**src/wmgf_pkg.sv**
```systemverilog
// Shared types and constants for the windowed mean gap filler.
`default_nettype none

package wmgf_pkg;

   localparam int WINDOW_BITS    = 5;
   localparam int WINDOW_RESET   = 5;
   localparam int CSR_ADDR_BITS  = 3;
   localparam int CSR_DATA_BITS  = 32;
   localparam int REG_INDEX_BITS = 1;

   localparam logic [REG_INDEX_BITS-1:0] REG_WINDOW_ROWS = 1'b0;

   typedef enum logic [2:0] {
      ST_IDLE,
      ST_CHECK,
      ST_HEAD_RD,
      ST_HEAD_WAIT,
      ST_SCAN,
      ST_DIVIDE,
      ST_EMIT
   } wmgf_state_type;

   typedef struct packed {
      logic push;
      logic finish;
      logic head_rd;
      logic head_load;
      logic scan_step;
      logic div_start;
      logic div_step;
      logic emit;
   } wmgf_cmd_type;

   typedef struct packed {
      logic emit_due;
      logic head_absent;
      logic scan_done;
      logic div_done;
      logic out_free;
   } wmgf_status_type;

endpackage

`default_nettype wire

```
**src/wmgf_req_if.sv**
```systemverilog
// Request channel interface: one sample per request.
`default_nettype none

interface wmgf_req_if #(
   parameter int SAMPLE_BITS = 48
);
   logic                   valid;
   logic                   ready;
   logic [SAMPLE_BITS-1:0] sample_value;
   logic                   sample_missing;
   logic                   last_sample;

   modport source (output valid, sample_value, sample_missing, last_sample, input ready);
   modport sink   (input valid, sample_value, sample_missing, last_sample, output ready);
endinterface

`default_nettype wire

```
**src/wmgf_rsp_if.sv**
```systemverilog
// Result channel interface: one emitted row per transfer.
`default_nettype none

interface wmgf_rsp_if #(
   parameter int SAMPLE_BITS = 48
);
   logic                   valid;
   logic                   ready;
   logic [SAMPLE_BITS-1:0] out_value;
   logic                   out_filled;
   logic                   out_last;

   modport source (output valid, out_value, out_filled, out_last, input ready);
   modport sink   (input valid, out_value, out_filled, out_last, output ready);
endinterface

`default_nettype wire

```
**src/wmgf_ram.sv**
```systemverilog
// Generic single write port, single registered read port RAM.
`default_nettype none

module wmgf_ram #(
   parameter int WIDTH = 8,
   parameter int DEPTH = 16,
   localparam int ADDR_BITS = (DEPTH > 1) ? $clog2(DEPTH) : 1
) (
   input  wire logic                 clock,
   input  wire logic                 wr_en,
   input  wire logic [ADDR_BITS-1:0] wr_addr,
   input  wire logic [WIDTH-1:0]     wr_data,
   input  wire logic                 rd_en,
   input  wire logic [ADDR_BITS-1:0] rd_addr,
   output logic      [WIDTH-1:0]     rd_data
);

   logic [WIDTH-1:0] mem [DEPTH];
   logic [WIDTH-1:0] rd_data_ff;

   always_ff @(posedge clock) begin
      if (wr_en) begin
         mem[wr_addr] <= wr_data;
      end
      if (rd_en) begin
         rd_data_ff <= mem[rd_addr];
      end
   end

   assign rd_data = rd_data_ff;

endmodule

`default_nettype wire

```
**src/wmgf_ctrl.sv**
```systemverilog
// Sequencer: accepts a request, then emits due rows one at a time.
`default_nettype none

module wmgf_ctrl (
   input  wire logic                      clock,
   input  wire logic                      reset,
   input  wire logic                      req_valid,
   output logic                           req_ready,
   input  wire wmgf_pkg::wmgf_status_type status,
   output wmgf_pkg::wmgf_cmd_type         cmd
);

   wmgf_pkg::wmgf_state_type state_ff, state_in;

   always_ff @(posedge clock) begin
      if (reset) begin
         state_ff <= wmgf_pkg::ST_IDLE;
      end else begin
         state_ff <= state_in;
      end
   end

   always_comb begin
      state_in = state_ff;
      case (state_ff)
         wmgf_pkg::ST_IDLE: begin
            if (req_valid) begin
               state_in = wmgf_pkg::ST_CHECK;
            end
         end
         wmgf_pkg::ST_CHECK: begin
            state_in = status.emit_due ? wmgf_pkg::ST_HEAD_RD : wmgf_pkg::ST_IDLE;
         end
         wmgf_pkg::ST_HEAD_RD: begin
            state_in = wmgf_pkg::ST_HEAD_WAIT;
         end
         wmgf_pkg::ST_HEAD_WAIT: begin
            state_in = status.head_absent ? wmgf_pkg::ST_SCAN : wmgf_pkg::ST_EMIT;
         end
         wmgf_pkg::ST_SCAN: begin
            if (status.scan_done) begin
               state_in = wmgf_pkg::ST_DIVIDE;
            end
         end
         wmgf_pkg::ST_DIVIDE: begin
            if (status.div_done) begin
               state_in = wmgf_pkg::ST_EMIT;
            end
         end
         wmgf_pkg::ST_EMIT: begin
            if (status.out_free) begin
               state_in = wmgf_pkg::ST_CHECK;
            end
         end
         default: begin
            state_in = wmgf_pkg::ST_IDLE;
         end
      endcase
   end

   always_comb begin
      cmd       = '0;
      req_ready = 1'b0;
      case (state_ff)
         wmgf_pkg::ST_IDLE: begin
            req_ready = 1'b1;
            cmd.push  = req_valid;
         end
         wmgf_pkg::ST_CHECK: begin
            cmd.finish = !status.emit_due;
         end
         wmgf_pkg::ST_HEAD_RD: begin
            cmd.head_rd = 1'b1;
         end
         wmgf_pkg::ST_HEAD_WAIT: begin
            cmd.head_load = 1'b1;
         end
         wmgf_pkg::ST_SCAN: begin
            cmd.scan_step = 1'b1;
            cmd.div_start = status.scan_done;
         end
         wmgf_pkg::ST_DIVIDE: begin
            cmd.div_step = 1'b1;
         end
         wmgf_pkg::ST_EMIT: begin
            cmd.emit = status.out_free;
         end
         default: begin
            cmd = '0;
         end
      endcase
   end

endmodule

`default_nettype wire

```
**src/wmgf_datapath.sv**
```systemverilog
// Datapath: pending and history buffers, neighbor sum, serial divider, output register.
`default_nettype none

module wmgf_datapath #(
   parameter int MAX_WINDOW  = 16,
   parameter int SAMPLE_BITS = 48
) (
   input  wire logic                             clock,
   input  wire logic                             reset,
   input  wire logic [wmgf_pkg::WINDOW_BITS-1:0] window_rows,
   input  wire logic [SAMPLE_BITS-1:0]           req_value,
   input  wire logic                             req_missing,
   input  wire logic                             req_last,
   input  wire wmgf_pkg::wmgf_cmd_type           cmd,
   output wmgf_pkg::wmgf_status_type             status,
   output logic                                  rsp_valid,
   input  wire logic                             rsp_ready,
   output logic [SAMPLE_BITS-1:0]                rsp_value,
   output logic                                  rsp_filled,
   output logic                                  rsp_last
);

   localparam int PEND_DEPTH = MAX_WINDOW + 1;
   localparam int PEND_ABITS = $clog2(PEND_DEPTH);
   localparam int FILL_BITS  = $clog2(PEND_DEPTH + 1);
   localparam int HIST_ABITS = (MAX_WINDOW > 1) ? $clog2(MAX_WINDOW) : 1;
   localparam int HFILL_BITS = $clog2(MAX_WINDOW + 1);
   localparam int CNT_BITS   = $clog2(2 * MAX_WINDOW + 1);
   localparam int SUM_RAW    = SAMPLE_BITS + $clog2(2 * MAX_WINDOW);
   localparam int SUM_BITS   = (SUM_RAW > 64) ? 64 : SUM_RAW;
   localparam int DCNT_BITS  = $clog2(SUM_BITS + 1);
   localparam int CALC_BITS  = (CNT_BITS + 2 > wmgf_pkg::WINDOW_BITS) ?
                               CNT_BITS + 2 : wmgf_pkg::WINDOW_BITS + 1;
   localparam int PEND_WIDTH = SAMPLE_BITS + 1;

   // control registers
   logic [FILL_BITS-1:0]  pf_ff, pf_in;
   logic [PEND_ABITS-1:0] hd_ff, hd_in;
   logic [HFILL_BITS-1:0] hf_ff, hf_in;
   logic [HIST_ABITS-1:0] hw_ff, hw_in;
   logic                  last_ff, last_in;
   logic                  rd_valid_ff, rd_valid_in;
   logic [DCNT_BITS-1:0]  dcnt_ff, dcnt_in;
   logic                  rsp_valid_ff, rsp_valid_in;

   // payload registers
   logic [SAMPLE_BITS-1:0] cur_val_ff, cur_val_in;
   logic                   cur_absent_ff, cur_absent_in;
   logic [CNT_BITS-1:0]    nb_ff, nb_in;
   logic [CNT_BITS-1:0]    tot_ff, tot_in;
   logic [CNT_BITS-1:0]    k_ff, k_in;
   logic                   rd_hist_ff, rd_hist_in;
   logic [SUM_BITS-1:0]    sum_ff, sum_in;
   logic [CNT_BITS-1:0]    cnt_ff, cnt_in;
   logic                   neg_ff, neg_in;
   logic [SUM_BITS-1:0]    quo_ff, quo_in;
   logic [CNT_BITS-1:0]    rem_ff, rem_in;
   logic [SAMPLE_BITS-1:0] rsp_value_ff, rsp_value_in;
   logic                   rsp_filled_ff, rsp_filled_in;
   logic                   rsp_last_ff, rsp_last_in;

   // buffer ports
   logic                   pend_wr_en, pend_rd_en;
   logic [PEND_ABITS-1:0]  pend_wr_addr, pend_rd_addr;
   logic [PEND_WIDTH-1:0]  pend_wr_data, pend_q;
   logic                   hist_rd_en;
   logic [HIST_ABITS-1:0]  hist_rd_addr;
   logic [SAMPLE_BITS-1:0] hist_q;

   logic [CALC_BITS-1:0]   w_calc;
   logic [CALC_BITS-1:0]   tail_sum, pend_scan_sum, hist_scan_sum;
   logic [CALC_BITS-1:0]   nb_calc, nf_calc, hf_calc, pf_less;
   logic                   scan_more, scan_hist;
   logic                   out_free;
   logic [CNT_BITS:0]      div_shift;
   logic                   div_bit;
   logic [SAMPLE_BITS-1:0] fill_value, emit_value;

   wmgf_ram #(
      .WIDTH (PEND_WIDTH),
      .DEPTH (PEND_DEPTH)
   ) u_pend_ram (
      .clock   (clock),
      .wr_en   (pend_wr_en),
      .wr_addr (pend_wr_addr),
      .wr_data (pend_wr_data),
      .rd_en   (pend_rd_en),
      .rd_addr (pend_rd_addr),
      .rd_data (pend_q)
   );

   wmgf_ram #(
      .WIDTH (SAMPLE_BITS),
      .DEPTH (MAX_WINDOW)
   ) u_hist_ram (
      .clock   (clock),
      .wr_en   (cmd.emit),
      .wr_addr (hw_ff),
      .wr_data (emit_value),
      .rd_en   (hist_rd_en),
      .rd_addr (hist_rd_addr),
      .rd_data (hist_q)
   );

   // effective window, saturated at the buffer depth
   always_comb begin
      if (CALC_BITS'(window_rows) > CALC_BITS'(MAX_WINDOW)) begin
         w_calc = CALC_BITS'(MAX_WINDOW);
      end else begin
         w_calc = CALC_BITS'(window_rows);
      end
   end

   // circular addressing
   always_comb begin
      tail_sum = CALC_BITS'(hd_ff) + CALC_BITS'(pf_ff);
      if (tail_sum >= CALC_BITS'(PEND_DEPTH)) begin
         tail_sum = tail_sum - CALC_BITS'(PEND_DEPTH);
      end
      pend_scan_sum = CALC_BITS'(hd_ff) + CALC_BITS'(1) + CALC_BITS'(k_ff) - CALC_BITS'(nb_ff);
      if (pend_scan_sum >= CALC_BITS'(PEND_DEPTH)) begin
         pend_scan_sum = pend_scan_sum - CALC_BITS'(PEND_DEPTH);
      end
      hist_scan_sum = CALC_BITS'(hw_ff) + CALC_BITS'(MAX_WINDOW - 1) - CALC_BITS'(k_ff);
      if (hist_scan_sum >= CALC_BITS'(MAX_WINDOW)) begin
         hist_scan_sum = hist_scan_sum - CALC_BITS'(MAX_WINDOW);
      end
   end

   assign scan_more = cmd.scan_step && (k_ff < tot_ff);
   assign scan_hist = k_ff < nb_ff;

   assign pend_wr_en   = cmd.push;
   assign pend_wr_addr = PEND_ABITS'(tail_sum);
   assign pend_wr_data = {req_missing, req_missing ? '0 : req_value};
   assign pend_rd_en   = cmd.head_rd || (scan_more && !scan_hist);
   assign pend_rd_addr = cmd.head_rd ? hd_ff : PEND_ABITS'(pend_scan_sum);
   assign hist_rd_en   = scan_more && scan_hist;
   assign hist_rd_addr = HIST_ABITS'(hist_scan_sum);

   // neighbor counts on each side
   always_comb begin
      hf_calc = CALC_BITS'(hf_ff);
      pf_less = CALC_BITS'(pf_ff) - CALC_BITS'(1);
      nb_calc = (hf_calc < w_calc) ? hf_calc : w_calc;
      nf_calc = (pf_less < w_calc) ? pf_less : w_calc;
   end

   assign div_shift = {rem_ff, quo_ff[SUM_BITS-1]};
   assign div_bit   = div_shift >= {1'b0, cnt_ff};

   always_comb begin
      if (cnt_ff == '0) begin
         fill_value = '0;
      end else begin
         fill_value = SAMPLE_BITS'(neg_ff ? -quo_ff : quo_ff);
      end
      emit_value = cur_absent_ff ? fill_value : cur_val_ff;
   end

   assign out_free = !rsp_valid_ff || rsp_ready;

   always_comb begin
      pf_in         = pf_ff;
      hd_in         = hd_ff;
      hf_in         = hf_ff;
      hw_in         = hw_ff;
      last_in       = last_ff;
      rd_valid_in   = rd_valid_ff;
      dcnt_in       = dcnt_ff;
      rsp_valid_in  = rsp_valid_ff;
      cur_val_in    = cur_val_ff;
      cur_absent_in = cur_absent_ff;
      nb_in         = nb_ff;
      tot_in        = tot_ff;
      k_in          = k_ff;
      rd_hist_in    = rd_hist_ff;
      sum_in        = sum_ff;
      cnt_in        = cnt_ff;
      neg_in        = neg_ff;
      quo_in        = quo_ff;
      rem_in        = rem_ff;
      rsp_value_in  = rsp_value_ff;
      rsp_filled_in = rsp_filled_ff;
      rsp_last_in   = rsp_last_ff;

      if (cmd.push) begin
         pf_in   = pf_ff + FILL_BITS'(1);
         last_in = req_last;
      end

      if (cmd.finish && last_ff) begin
         hf_in   = '0;
         hd_in   = '0;
         last_in = 1'b0;
      end

      if (cmd.head_load) begin
         cur_val_in    = pend_q[SAMPLE_BITS-1:0];
         cur_absent_in = pend_q[SAMPLE_BITS];
         nb_in         = CNT_BITS'(nb_calc);
         tot_in        = CNT_BITS'(nb_calc + nf_calc);
         k_in          = '0;
         sum_in        = '0;
         cnt_in        = '0;
         rd_valid_in   = 1'b0;
      end

      // accumulate the word read in the previous cycle
      if (rd_valid_ff) begin
         if (rd_hist_ff) begin
            sum_in = sum_ff + SUM_BITS'($signed(hist_q));
            cnt_in = cnt_ff + CNT_BITS'(1);
         end else if (!pend_q[SAMPLE_BITS]) begin
            sum_in = sum_ff + SUM_BITS'($signed(pend_q[SAMPLE_BITS-1:0]));
            cnt_in = cnt_ff + CNT_BITS'(1);
         end
      end

      if (cmd.scan_step) begin
         rd_valid_in = scan_more;
         rd_hist_in  = scan_hist;
         if (scan_more) begin
            k_in = k_ff + CNT_BITS'(1);
         end
      end

      if (cmd.div_start) begin
         neg_in  = sum_ff[SUM_BITS-1];
         quo_in  = sum_ff[SUM_BITS-1] ? -sum_ff : sum_ff;
         rem_in  = '0;
         dcnt_in = DCNT_BITS'(SUM_BITS);
      end

      if (cmd.div_step && (dcnt_ff != '0)) begin
         if (div_bit) begin
            rem_in = CNT_BITS'(div_shift - {1'b0, cnt_ff});
         end else begin
            rem_in = div_shift[CNT_BITS-1:0];
         end
         quo_in  = {quo_ff[SUM_BITS-2:0], div_bit};
         dcnt_in = dcnt_ff - DCNT_BITS'(1);
      end

      if (rsp_ready) begin
         rsp_valid_in = 1'b0;
      end

      if (cmd.emit) begin
         rsp_valid_in  = 1'b1;
         rsp_value_in  = emit_value;
         rsp_filled_in = cur_absent_ff;
         rsp_last_in   = last_ff && (pf_ff == FILL_BITS'(1));
         hw_in = (hw_ff == HIST_ABITS'(MAX_WINDOW - 1)) ? '0 : hw_ff + HIST_ABITS'(1);
         if (hf_ff != HFILL_BITS'(MAX_WINDOW)) begin
            hf_in = hf_ff + HFILL_BITS'(1);
         end
         hd_in = (hd_ff == PEND_ABITS'(PEND_DEPTH - 1)) ? '0 : hd_ff + PEND_ABITS'(1);
         pf_in = pf_ff - FILL_BITS'(1);
      end
   end

   always_ff @(posedge clock) begin
      if (reset) begin
         pf_ff        <= '0;
         hd_ff        <= '0;
         hf_ff        <= '0;
         hw_ff        <= '0;
         last_ff      <= 1'b0;
         rd_valid_ff  <= 1'b0;
         dcnt_ff      <= '0;
         rsp_valid_ff <= 1'b0;
      end else begin
         pf_ff        <= pf_in;
         hd_ff        <= hd_in;
         hf_ff        <= hf_in;
         hw_ff        <= hw_in;
         last_ff      <= last_in;
         rd_valid_ff  <= rd_valid_in;
         dcnt_ff      <= dcnt_in;
         rsp_valid_ff <= rsp_valid_in;
      end
   end

   always_ff @(posedge clock) begin
      cur_val_ff    <= cur_val_in;
      cur_absent_ff <= cur_absent_in;
      nb_ff         <= nb_in;
      tot_ff        <= tot_in;
      k_ff          <= k_in;
      rd_hist_ff    <= rd_hist_in;
      sum_ff        <= sum_in;
      cnt_ff        <= cnt_in;
      neg_ff        <= neg_in;
      quo_ff        <= quo_in;
      rem_ff        <= rem_in;
      rsp_value_ff  <= rsp_value_in;
      rsp_filled_ff <= rsp_filled_in;
      rsp_last_ff   <= rsp_last_in;
   end

   always_comb begin
      status.emit_due    = last_ff ? (pf_ff != '0) : (CALC_BITS'(pf_ff) > w_calc);
      status.head_absent = pend_q[SAMPLE_BITS];
      status.scan_done   = (k_ff == tot_ff) && !rd_valid_ff;
      status.div_done    = dcnt_ff == '0;
      status.out_free    = out_free;
   end

   assign rsp_valid  = rsp_valid_ff;
   assign rsp_value  = rsp_value_ff;
   assign rsp_filled = rsp_filled_ff;
   assign rsp_last   = rsp_last_ff;

endmodule

`default_nettype wire

```
**src/windowed_mean_gap_filler_top.sv**
```systemverilog
// Top level of the windowed mean gap filler: channels, window register, sequencer, datapath.
// Streams a column of signed Q32.16 samples and replaces each missing one with the mean
// (truncated toward zero) of up to W earlier emitted rows and up to W later present rows,
// or zero if there is none; rows come out W requests late, and a request marked last
// flushes the column and clears its history. Requests are taken one at a time; a present
// sample's row is emitted straight after its head read, while a missing sample's row first
// reads back its neighbor slots one word per cycle from the buffer RAMs and then runs a
// bit-serial divide of SUM_BITS (53 at the default sizes) quotient bits. A row also waits
// while the output register still holds an unaccepted result.
// A finished row sits in an output register, so the next request is taken while it waits.
// window_rows (reset 5, saturating at MAX_WINDOW) is at byte address 0 and should be
// written only while the block is idle.
`default_nettype none

module windowed_mean_gap_filler_top #(
   parameter int MAX_WINDOW  = 16,
   parameter int SAMPLE_BITS = 48
) (
   input  wire logic                               clock,
   input  wire logic                               reset,
   wmgf_req_if.sink                                req_ch,
   wmgf_rsp_if.source                              rsp_ch,
   input  wire logic                               csr_psel,
   input  wire logic                               csr_penable,
   input  wire logic                               csr_pwrite,
   input  wire logic [wmgf_pkg::CSR_ADDR_BITS-1:0] csr_paddr,
   input  wire logic [wmgf_pkg::CSR_DATA_BITS-1:0] csr_pwdata,
   output logic      [wmgf_pkg::CSR_DATA_BITS-1:0] csr_prdata,
   output logic                                    csr_pready
);

   logic [wmgf_pkg::WINDOW_BITS-1:0]    window_rows_ff, window_rows_in;
   logic [wmgf_pkg::REG_INDEX_BITS-1:0] csr_index;
   logic                                csr_write;
   wmgf_pkg::wmgf_cmd_type              cmd;
   wmgf_pkg::wmgf_status_type           status;

   assign csr_pready = 1'b1;
   assign csr_index  = csr_paddr[wmgf_pkg::CSR_ADDR_BITS-1:2];
   assign csr_write  = csr_psel && csr_penable && csr_pwrite && csr_pready;

   always_comb begin
      window_rows_in = window_rows_ff;
      if (csr_write && (csr_index == wmgf_pkg::REG_WINDOW_ROWS)) begin
         window_rows_in = csr_pwdata[wmgf_pkg::WINDOW_BITS-1:0];
      end
   end

   always_ff @(posedge clock) begin
      if (reset) begin
         window_rows_ff <= wmgf_pkg::WINDOW_BITS'(wmgf_pkg::WINDOW_RESET);
      end else begin
         window_rows_ff <= window_rows_in;
      end
   end

   always_comb begin
      csr_prdata = '0;
      if (csr_index == wmgf_pkg::REG_WINDOW_ROWS) begin
         csr_prdata = wmgf_pkg::CSR_DATA_BITS'(window_rows_ff);
      end
   end

   wmgf_ctrl u_ctrl (
      .clock     (clock),
      .reset     (reset),
      .req_valid (req_ch.valid),
      .req_ready (req_ch.ready),
      .status    (status),
      .cmd       (cmd)
   );

   wmgf_datapath #(
      .MAX_WINDOW  (MAX_WINDOW),
      .SAMPLE_BITS (SAMPLE_BITS)
   ) u_datapath (
      .clock       (clock),
      .reset       (reset),
      .window_rows (window_rows_ff),
      .req_value   (req_ch.sample_value),
      .req_missing (req_ch.sample_missing),
      .req_last    (req_ch.last_sample),
      .cmd         (cmd),
      .status      (status),
      .rsp_valid   (rsp_ch.valid),
      .rsp_ready   (rsp_ch.ready),
      .rsp_value   (rsp_ch.out_value),
      .rsp_filled  (rsp_ch.out_filled),
      .rsp_last    (rsp_ch.out_last)
   );

   // one request in flight at a time
   assert property (@(posedge clock) disable iff (reset)
      (req_ch.valid && req_ch.ready) |=> !req_ch.ready)
      else $error("request accepted while previous one still in work");

   // a row is only loaded when the output register can take it
   assert property (@(posedge clock) disable iff (reset)
      cmd.emit |-> (!rsp_ch.valid || rsp_ch.ready))
      else $error("emit would overwrite a waiting result");

   // head data is captured in the cycle after its read was issued
   assert property (@(posedge clock) disable iff (reset)
      cmd.head_load |-> $past(cmd.head_rd))
      else $error("head captured without a preceding read");

endmodule

`default_nettype wire

```
**src/flat_wrapper.sv**
```systemverilog
// flat-port wrapper written by rule: the top's interface ports become plain ports
module windowed_mean_gap_filler_top_flat 
#(
   parameter int MAX_WINDOW  = 16,
   parameter int SAMPLE_BITS = 48
)
  (clock, reset, csr_psel, csr_penable, csr_pwrite, csr_paddr, csr_pwdata, csr_prdata, csr_pready, req_ch_valid, req_ch_sample_value, req_ch_sample_missing, req_ch_last_sample, req_ch_ready, rsp_ch_valid, rsp_ch_out_value, rsp_ch_out_filled, rsp_ch_out_last, rsp_ch_ready);
  wmgf_req_if #(.SAMPLE_BITS(SAMPLE_BITS)) req_ch_i ();
  wmgf_rsp_if #(.SAMPLE_BITS(SAMPLE_BITS)) rsp_ch_i ();
  input  wire logic clock;
  input  wire logic reset;
  input  wire logic csr_psel;
  input  wire logic csr_penable;
  input  wire logic csr_pwrite;
  input  wire logic [wmgf_pkg::CSR_ADDR_BITS-1:0] csr_paddr;
  input  wire logic [wmgf_pkg::CSR_DATA_BITS-1:0] csr_pwdata;
  output logic      [wmgf_pkg::CSR_DATA_BITS-1:0] csr_prdata;
  output logic csr_pready;
  input wire logic [$bits(req_ch_i.valid)-1:0] req_ch_valid;
  input wire logic [$bits(req_ch_i.sample_value)-1:0] req_ch_sample_value;
  input wire logic [$bits(req_ch_i.sample_missing)-1:0] req_ch_sample_missing;
  input wire logic [$bits(req_ch_i.last_sample)-1:0] req_ch_last_sample;
  output wire logic [$bits(req_ch_i.ready)-1:0] req_ch_ready;
  output wire logic [$bits(rsp_ch_i.valid)-1:0] rsp_ch_valid;
  output wire logic [$bits(rsp_ch_i.out_value)-1:0] rsp_ch_out_value;
  output wire logic [$bits(rsp_ch_i.out_filled)-1:0] rsp_ch_out_filled;
  output wire logic [$bits(rsp_ch_i.out_last)-1:0] rsp_ch_out_last;
  input wire logic [$bits(rsp_ch_i.ready)-1:0] rsp_ch_ready;
  assign req_ch_i.valid = req_ch_valid;
  assign req_ch_i.sample_value = req_ch_sample_value;
  assign req_ch_i.sample_missing = req_ch_sample_missing;
  assign req_ch_i.last_sample = req_ch_last_sample;
  assign req_ch_ready = req_ch_i.ready;
  assign rsp_ch_valid = rsp_ch_i.valid;
  assign rsp_ch_out_value = rsp_ch_i.out_value;
  assign rsp_ch_out_filled = rsp_ch_i.out_filled;
  assign rsp_ch_out_last = rsp_ch_i.out_last;
  assign rsp_ch_i.ready = rsp_ch_ready;
  windowed_mean_gap_filler_top #(.MAX_WINDOW(MAX_WINDOW), .SAMPLE_BITS(SAMPLE_BITS)) u_core (.clock(clock), .reset(reset), .req_ch(req_ch_i), .rsp_ch(rsp_ch_i), .csr_psel(csr_psel), .csr_penable(csr_penable), .csr_pwrite(csr_pwrite), .csr_paddr(csr_paddr), .csr_pwdata(csr_pwdata), .csr_prdata(csr_prdata), .csr_pready(csr_pready));
endmodule
```
**config.mk**
```make
export PLATFORM = sky130hd
export DESIGN_NAME = windowed_mean_gap_filler_top_flat
export DESIGN_NICKNAME = d
export VERILOG_FILES = /design/src/wmgf_pkg.sv /design/src/wmgf_req_if.sv /design/src/wmgf_rsp_if.sv /design/src/wmgf_ram.sv /design/src/wmgf_ctrl.sv /design/src/wmgf_datapath.sv /design/src/windowed_mean_gap_filler_top.sv /design/src/flat_wrapper.sv
export SDC_FILE = /design/constraint.sdc
export NUM_CORES = 2
export LEC_CHECK = 0
export BUFFER_PORTS_ARGS = -buffer_cell sky130_fd_sc_hd__buf_2
export CORE_UTILIZATION = 40
export DETAILED_ROUTE_END_ITERATION = 10
export PLACE_DENSITY = 0.62
export SYNTH_ARGS = -nofsm -noshare
export SYNTH_HDL_FRONTEND = slang
export SYNTH_SLANG_ARGS = --single-unit
```
**constraint.sdc**
```tcl
create_clock -name clock -period 10.9 [get_ports clock]
set_input_delay 0.545 -clock clock [delete_from_list [all_inputs] [get_ports clock]]
set_output_delay 0.545 -clock clock [all_outputs]
set_load 0.1 [all_outputs]
```
==> impl_metrics.env <==
export IMPL_status="completed"
export IMPL_finalHoldViolCount=0
export IMPL_rsz0062_at_grt="false"
export IMPL_syn_to_final_growth_pct=12.06
export IMPL_ys_seq_elements=1970
export IMPL_fin_util_pct=45.28
export IMPL_finalSetupTns_ps=0
export IMPL_synth_area_per_cell_um2=14.23
export IMPL_yosys_area_top_type="edfxtp_1"
export IMPL_rr_worst_depth=19
export IMPL_max_cap_violations=0
export IMPL_worstPathMaxFanout=60
export IMPL_insertion_delay_ps=850
export IMPL_ys_seq_area_share_pct=67.65
export IMPL_fin_crit_ps=6611
export IMPL_power_density_nw_per_um2=289.6
export IMPL_hold_path_startpoint="req_ch_valid"
export IMPL_post_cts_resized=0
export IMPL_finish_net_count=6433
export IMPL_antenna_found_initial=10
export IMPL_synth_area_leaders="edfxtp_1 (65%), mux4_2 (5.0%), nand2_1 (3.1%)"
export IMPL_drive_gt1_share_pct=12.73
export IMPL_rrSetupSlack_ps=4290
export IMPL_tightest_slew_ps=1356
export IMPL_clockBufferDepth=3
export IMPL_final_max_slew_viol_count=0
export IMPL_drt_wl_total_um=216600
export IMPL_critPathKind="reg -> reg"
export IMPL_routedWlPerCell_um=23.71
export IMPL_synth_edf_count=1869
export IMPL_route_vias_total=51390
export IMPL_cts_buffers=194
export IMPL_fp_dieH_um=465.6
export IMPL_grt_pass1_wl_um=323700
export IMPL_fin_skew_ps=33.39
export IMPL_drtIter0Drc=5134
export IMPL_drt_pass1_iter_count=6
export IMPL_hold_buffers=7
export IMPL_fillers=18860
export IMPL_worstHoldEndpoint="u_core.u_datapath.pf_ff[1]$_SDFFE_PP0P_"
export IMPL_post_synth_num_cell_types=85
export IMPL_drtAntennaViolNets=0
export IMPL_fmax_mhz=151.3
export IMPL_grtUsageTotal_pct=19.77
export IMPL_syn_cell_area_um2=85950
export IMPL_timing_final_crit_share_pct=60.65
export IMPL_drc=0
export IMPL_row_count=169
export IMPL_post_cts_setup_buffers=0
export IMPL_dp_hpwl_um=122000
export IMPL_port_buffers=119
export IMPL_die_w_um=465.6
export IMPL_dpl_cell_area_um2=89980
export IMPL_io_pins=177
export IMPL_required_ps=11440
export IMPL_syn_inst=6039
export IMPL_overflow=0
export IMPL_timing_rr_end="u_core.u_datapath.u_pend_ram.rd_data[36]$_DFFE_PP_"
export IMPL_clk_pin_slew_ps=60
export IMPL_hold_path_depth=4
export IMPL_clock_sinks=1970
export IMPL_worst_endpoint_arrival_ps=7150
export IMPL_p_leak_nw=34.11
export IMPL_grt_max_degree=188
export IMPL_cts_tree="built"
export IMPL_start_kind="flop"
export IMPL_synth_top_area_share_pct=65.30
export IMPL_synthFlopType="edfxtp_1"
export IMPL_design_area_um2=96320
export IMPL_h_tree_depth=4
export IMPL_hold_class="in -> reg"
export IMPL_initial_core_util_pct=40.41
export IMPL_vdd_drop_max_mv=0.6110
export IMPL_cts_root_buf="clkbuf_16"
export IMPL_relSlewSlack_pct=9.582
export IMPL_vias_per_cell=5.625
export IMPL_dieArea_um2=216700
export IMPL_r2r_start="u_core.u_datapath.k_ff[0]$_DFF_P_"
export IMPL_place_gp_congestion=0.9199
export IMPL_core_um2=212700
export IMPL_async_flop_share_pct=0
export IMPL_crit_path_end_kind="flop"
export IMPL_yosys_warnings=0
export IMPL_ys_top_cells_by_count="edfxtp_1 (1,869), nand2_1 (714), o21ai_0 (349)"
export IMPL_synth_most_common_cell="edfxtp_1"
export IMPL_grt_pass1_vias=50470
export IMPL_setup_violations=0
==> cells in the final DEF, fill, tap and decap left out, types with 17 or more instances in the layout <==
cell type,instances
a211oi_1,75
a21o_1,85
a21oi_1,206
a221o_1,55
a22oi_1,24
a311oi_1,49
a31oi_1,70
and2_1,61
and3_1,146
buf_2,119
buf_4,106
clkbuf_1,39
clkbuf_16,196
clkinv_1,38
clkinv_2,37
conb_1,28
dfxtp_1,100
edfxtp_1,1869
ha_1,179
inv_1,149
mux2i_1,213
mux4_2,192
nand2_1,712
nand2b_1,39
nand3_1,57
nand4_1,32
nor2_1,291
nor2_4,28
nor2b_1,83
nor3_1,38
o21a_1,17
o21ai_0,347
o22ai_1,49
o31ai_1,34
or3_1,18
or4_1,23
xnor2_1,75
xor2_1,145
==> critical path, stage by stage, from the launching register on <==
cell	delay [ps]
dfxtp_1	380
inv_1	180
fa_1	560
inv_1	50
ha_1	180
or2_2	300
fa_1	430
a21o_1	190
a21oi_1	270
nor2_1	70
a311oi_1	580
a2111oi_0	240
a211oi_4	250
buf_4	540
buf_4	800
mux2i_1	260
nor2_1	50
o21ai_0	250
a21oi_1	120
a221o_1	410
==> registers in the layout, summed over array words and instances, names as in the netlist, 6 cells and up <==
register,cells
u_core.u_datapath.u_hist_ram.mem,768
u_core.u_datapath.quo_ff,53
u_core.u_datapath.rsp_value,48
u_core.u_datapath.k_ff,6
u_core.u_datapath.cnt_ff,6
u_core.u_datapath.u_pend_ram.mem,833
u_core.u_datapath.dcnt_ff,6
u_core.u_datapath.sum_ff,53
u_core.u_datapath.cur_val_ff,48
u_core.u_datapath.rem_ff,6
u_core.u_datapath.tot_ff,6
u_core.u_datapath.u_pend_ram.rd_data,49
u_core.u_datapath.u_hist_ram.rd_data,48
==> worst max-delay path by stage <==
stage,startpoint,depth (start not counted),endpoint
6_report,u_core.u_datapath.k_ff[0]$_DFF_P_,19,u_core.u_datapath.u_pend_ram.rd_data[36]$_DFFE_PP_
5_1_grt,u_core.u_datapath.k_ff[0]$_DFF_P_,18,u_core.u_datapath.u_pend_ram.rd_data[47]$_DFFE_PP_
4_1_cts,u_core.u_datapath.k_ff[0]$_DFF_P_,19,u_core.u_datapath.u_pend_ram.rd_data[36]$_DFFE_PP_
3_5_place_dp,u_core.u_datapath.hd_ff[0]$_SDFFE_PP0P_,19,u_core.u_datapath.u_pend_ram.rd_data[36]$_DFFE_PP_
3_3_place_gp,u_core.u_datapath.hd_ff[0]$_SDFFE_PP0P_,19,u_core.u_datapath.u_pend_ram.rd_data[36]$_DFFE_PP_
2_1_floorplan,u_core.u_ctrl.state_ff[2]$_SDFFE_PP0P_,6,u_core.u_datapath.u_pend_ram.mem[8][0]$_DFFE_PP_
==> logic make-up after synthesis <==
family / count (synthesis) / synth area share, %
other: 2 / 0.008737
AO/OA/AOI/OAI: 1152 / 8.707
adder cells (fa/ha/maj): 191 / 2.876
AND/OR/NAND/NOR: 1592 / 8.557
multiplexers: 411 / 7.590
flip-flops: 1970 / 67.65
XOR/XNOR: 223 / 2.272
buffers and inverters: 498 / 2.341
==> report_power, final <==
| group | switching, W | internal [W] |
|---|---|---|
| Clock | 0.00293 | 0.00366 |
| Combinational | 0.00774 | 0.00447 |
| Sequential | 0.000295 | 0.00879 |
| Total | 0.0110 | 0.0169 |
==> per-layer routing <==
layer / vias to the layer above / share of wire [%] / GRT usage, % / routed length (um)
met1: 26190 / 45 / 28.43 / 97620
met5: - / 0 / 0 / 0
met2: 1658 / 47 / 31.66 / 101400
met4: 0 / 1.8 / 4.595 / 3920
met3: 266 / 6.3 / 2.858 / 13690
li1: 23280 / - / - / -
==> area by class of cell <==
type                            instances  area [um^2]  share of cell area, %
Multi-Input combinational cell       3597        26300                  27.31
Antenna cell                            1        2.502               0.002598
Clock buffer                          235         5051                  5.244
Tap cell                             2821         3530                  3.665
Inverter                              151        568.0                 0.5898
Timing Repair Buffer                  236         1541                  1.600
Clock inverter                        125         1177                  1.222
Sequential cell                      1970        58150                  60.37
==> metrics by stage <==
| step | instances | power [W] | hold WS, ps | setup WS [ps] |
|---|---|---|---|---|
| floorplan | 6065 | 0.01795 | 425.0 | 2278 |
| global placement | 8766 | 0.02131 | 439.7 | 4430 |
| detailed placement | 8766 | 0.02143 | 445.4 | 4363 |
| CTS | 9133 | 0.02802 | 183.3 | 4309 |
| global route | 9135 | 0.02952 | 250.6 | 3800 |
| finish | 9136 | 0.02790 | 246.6 | 4289 |
Note: power is estimated with default switching activity, not from simulation.
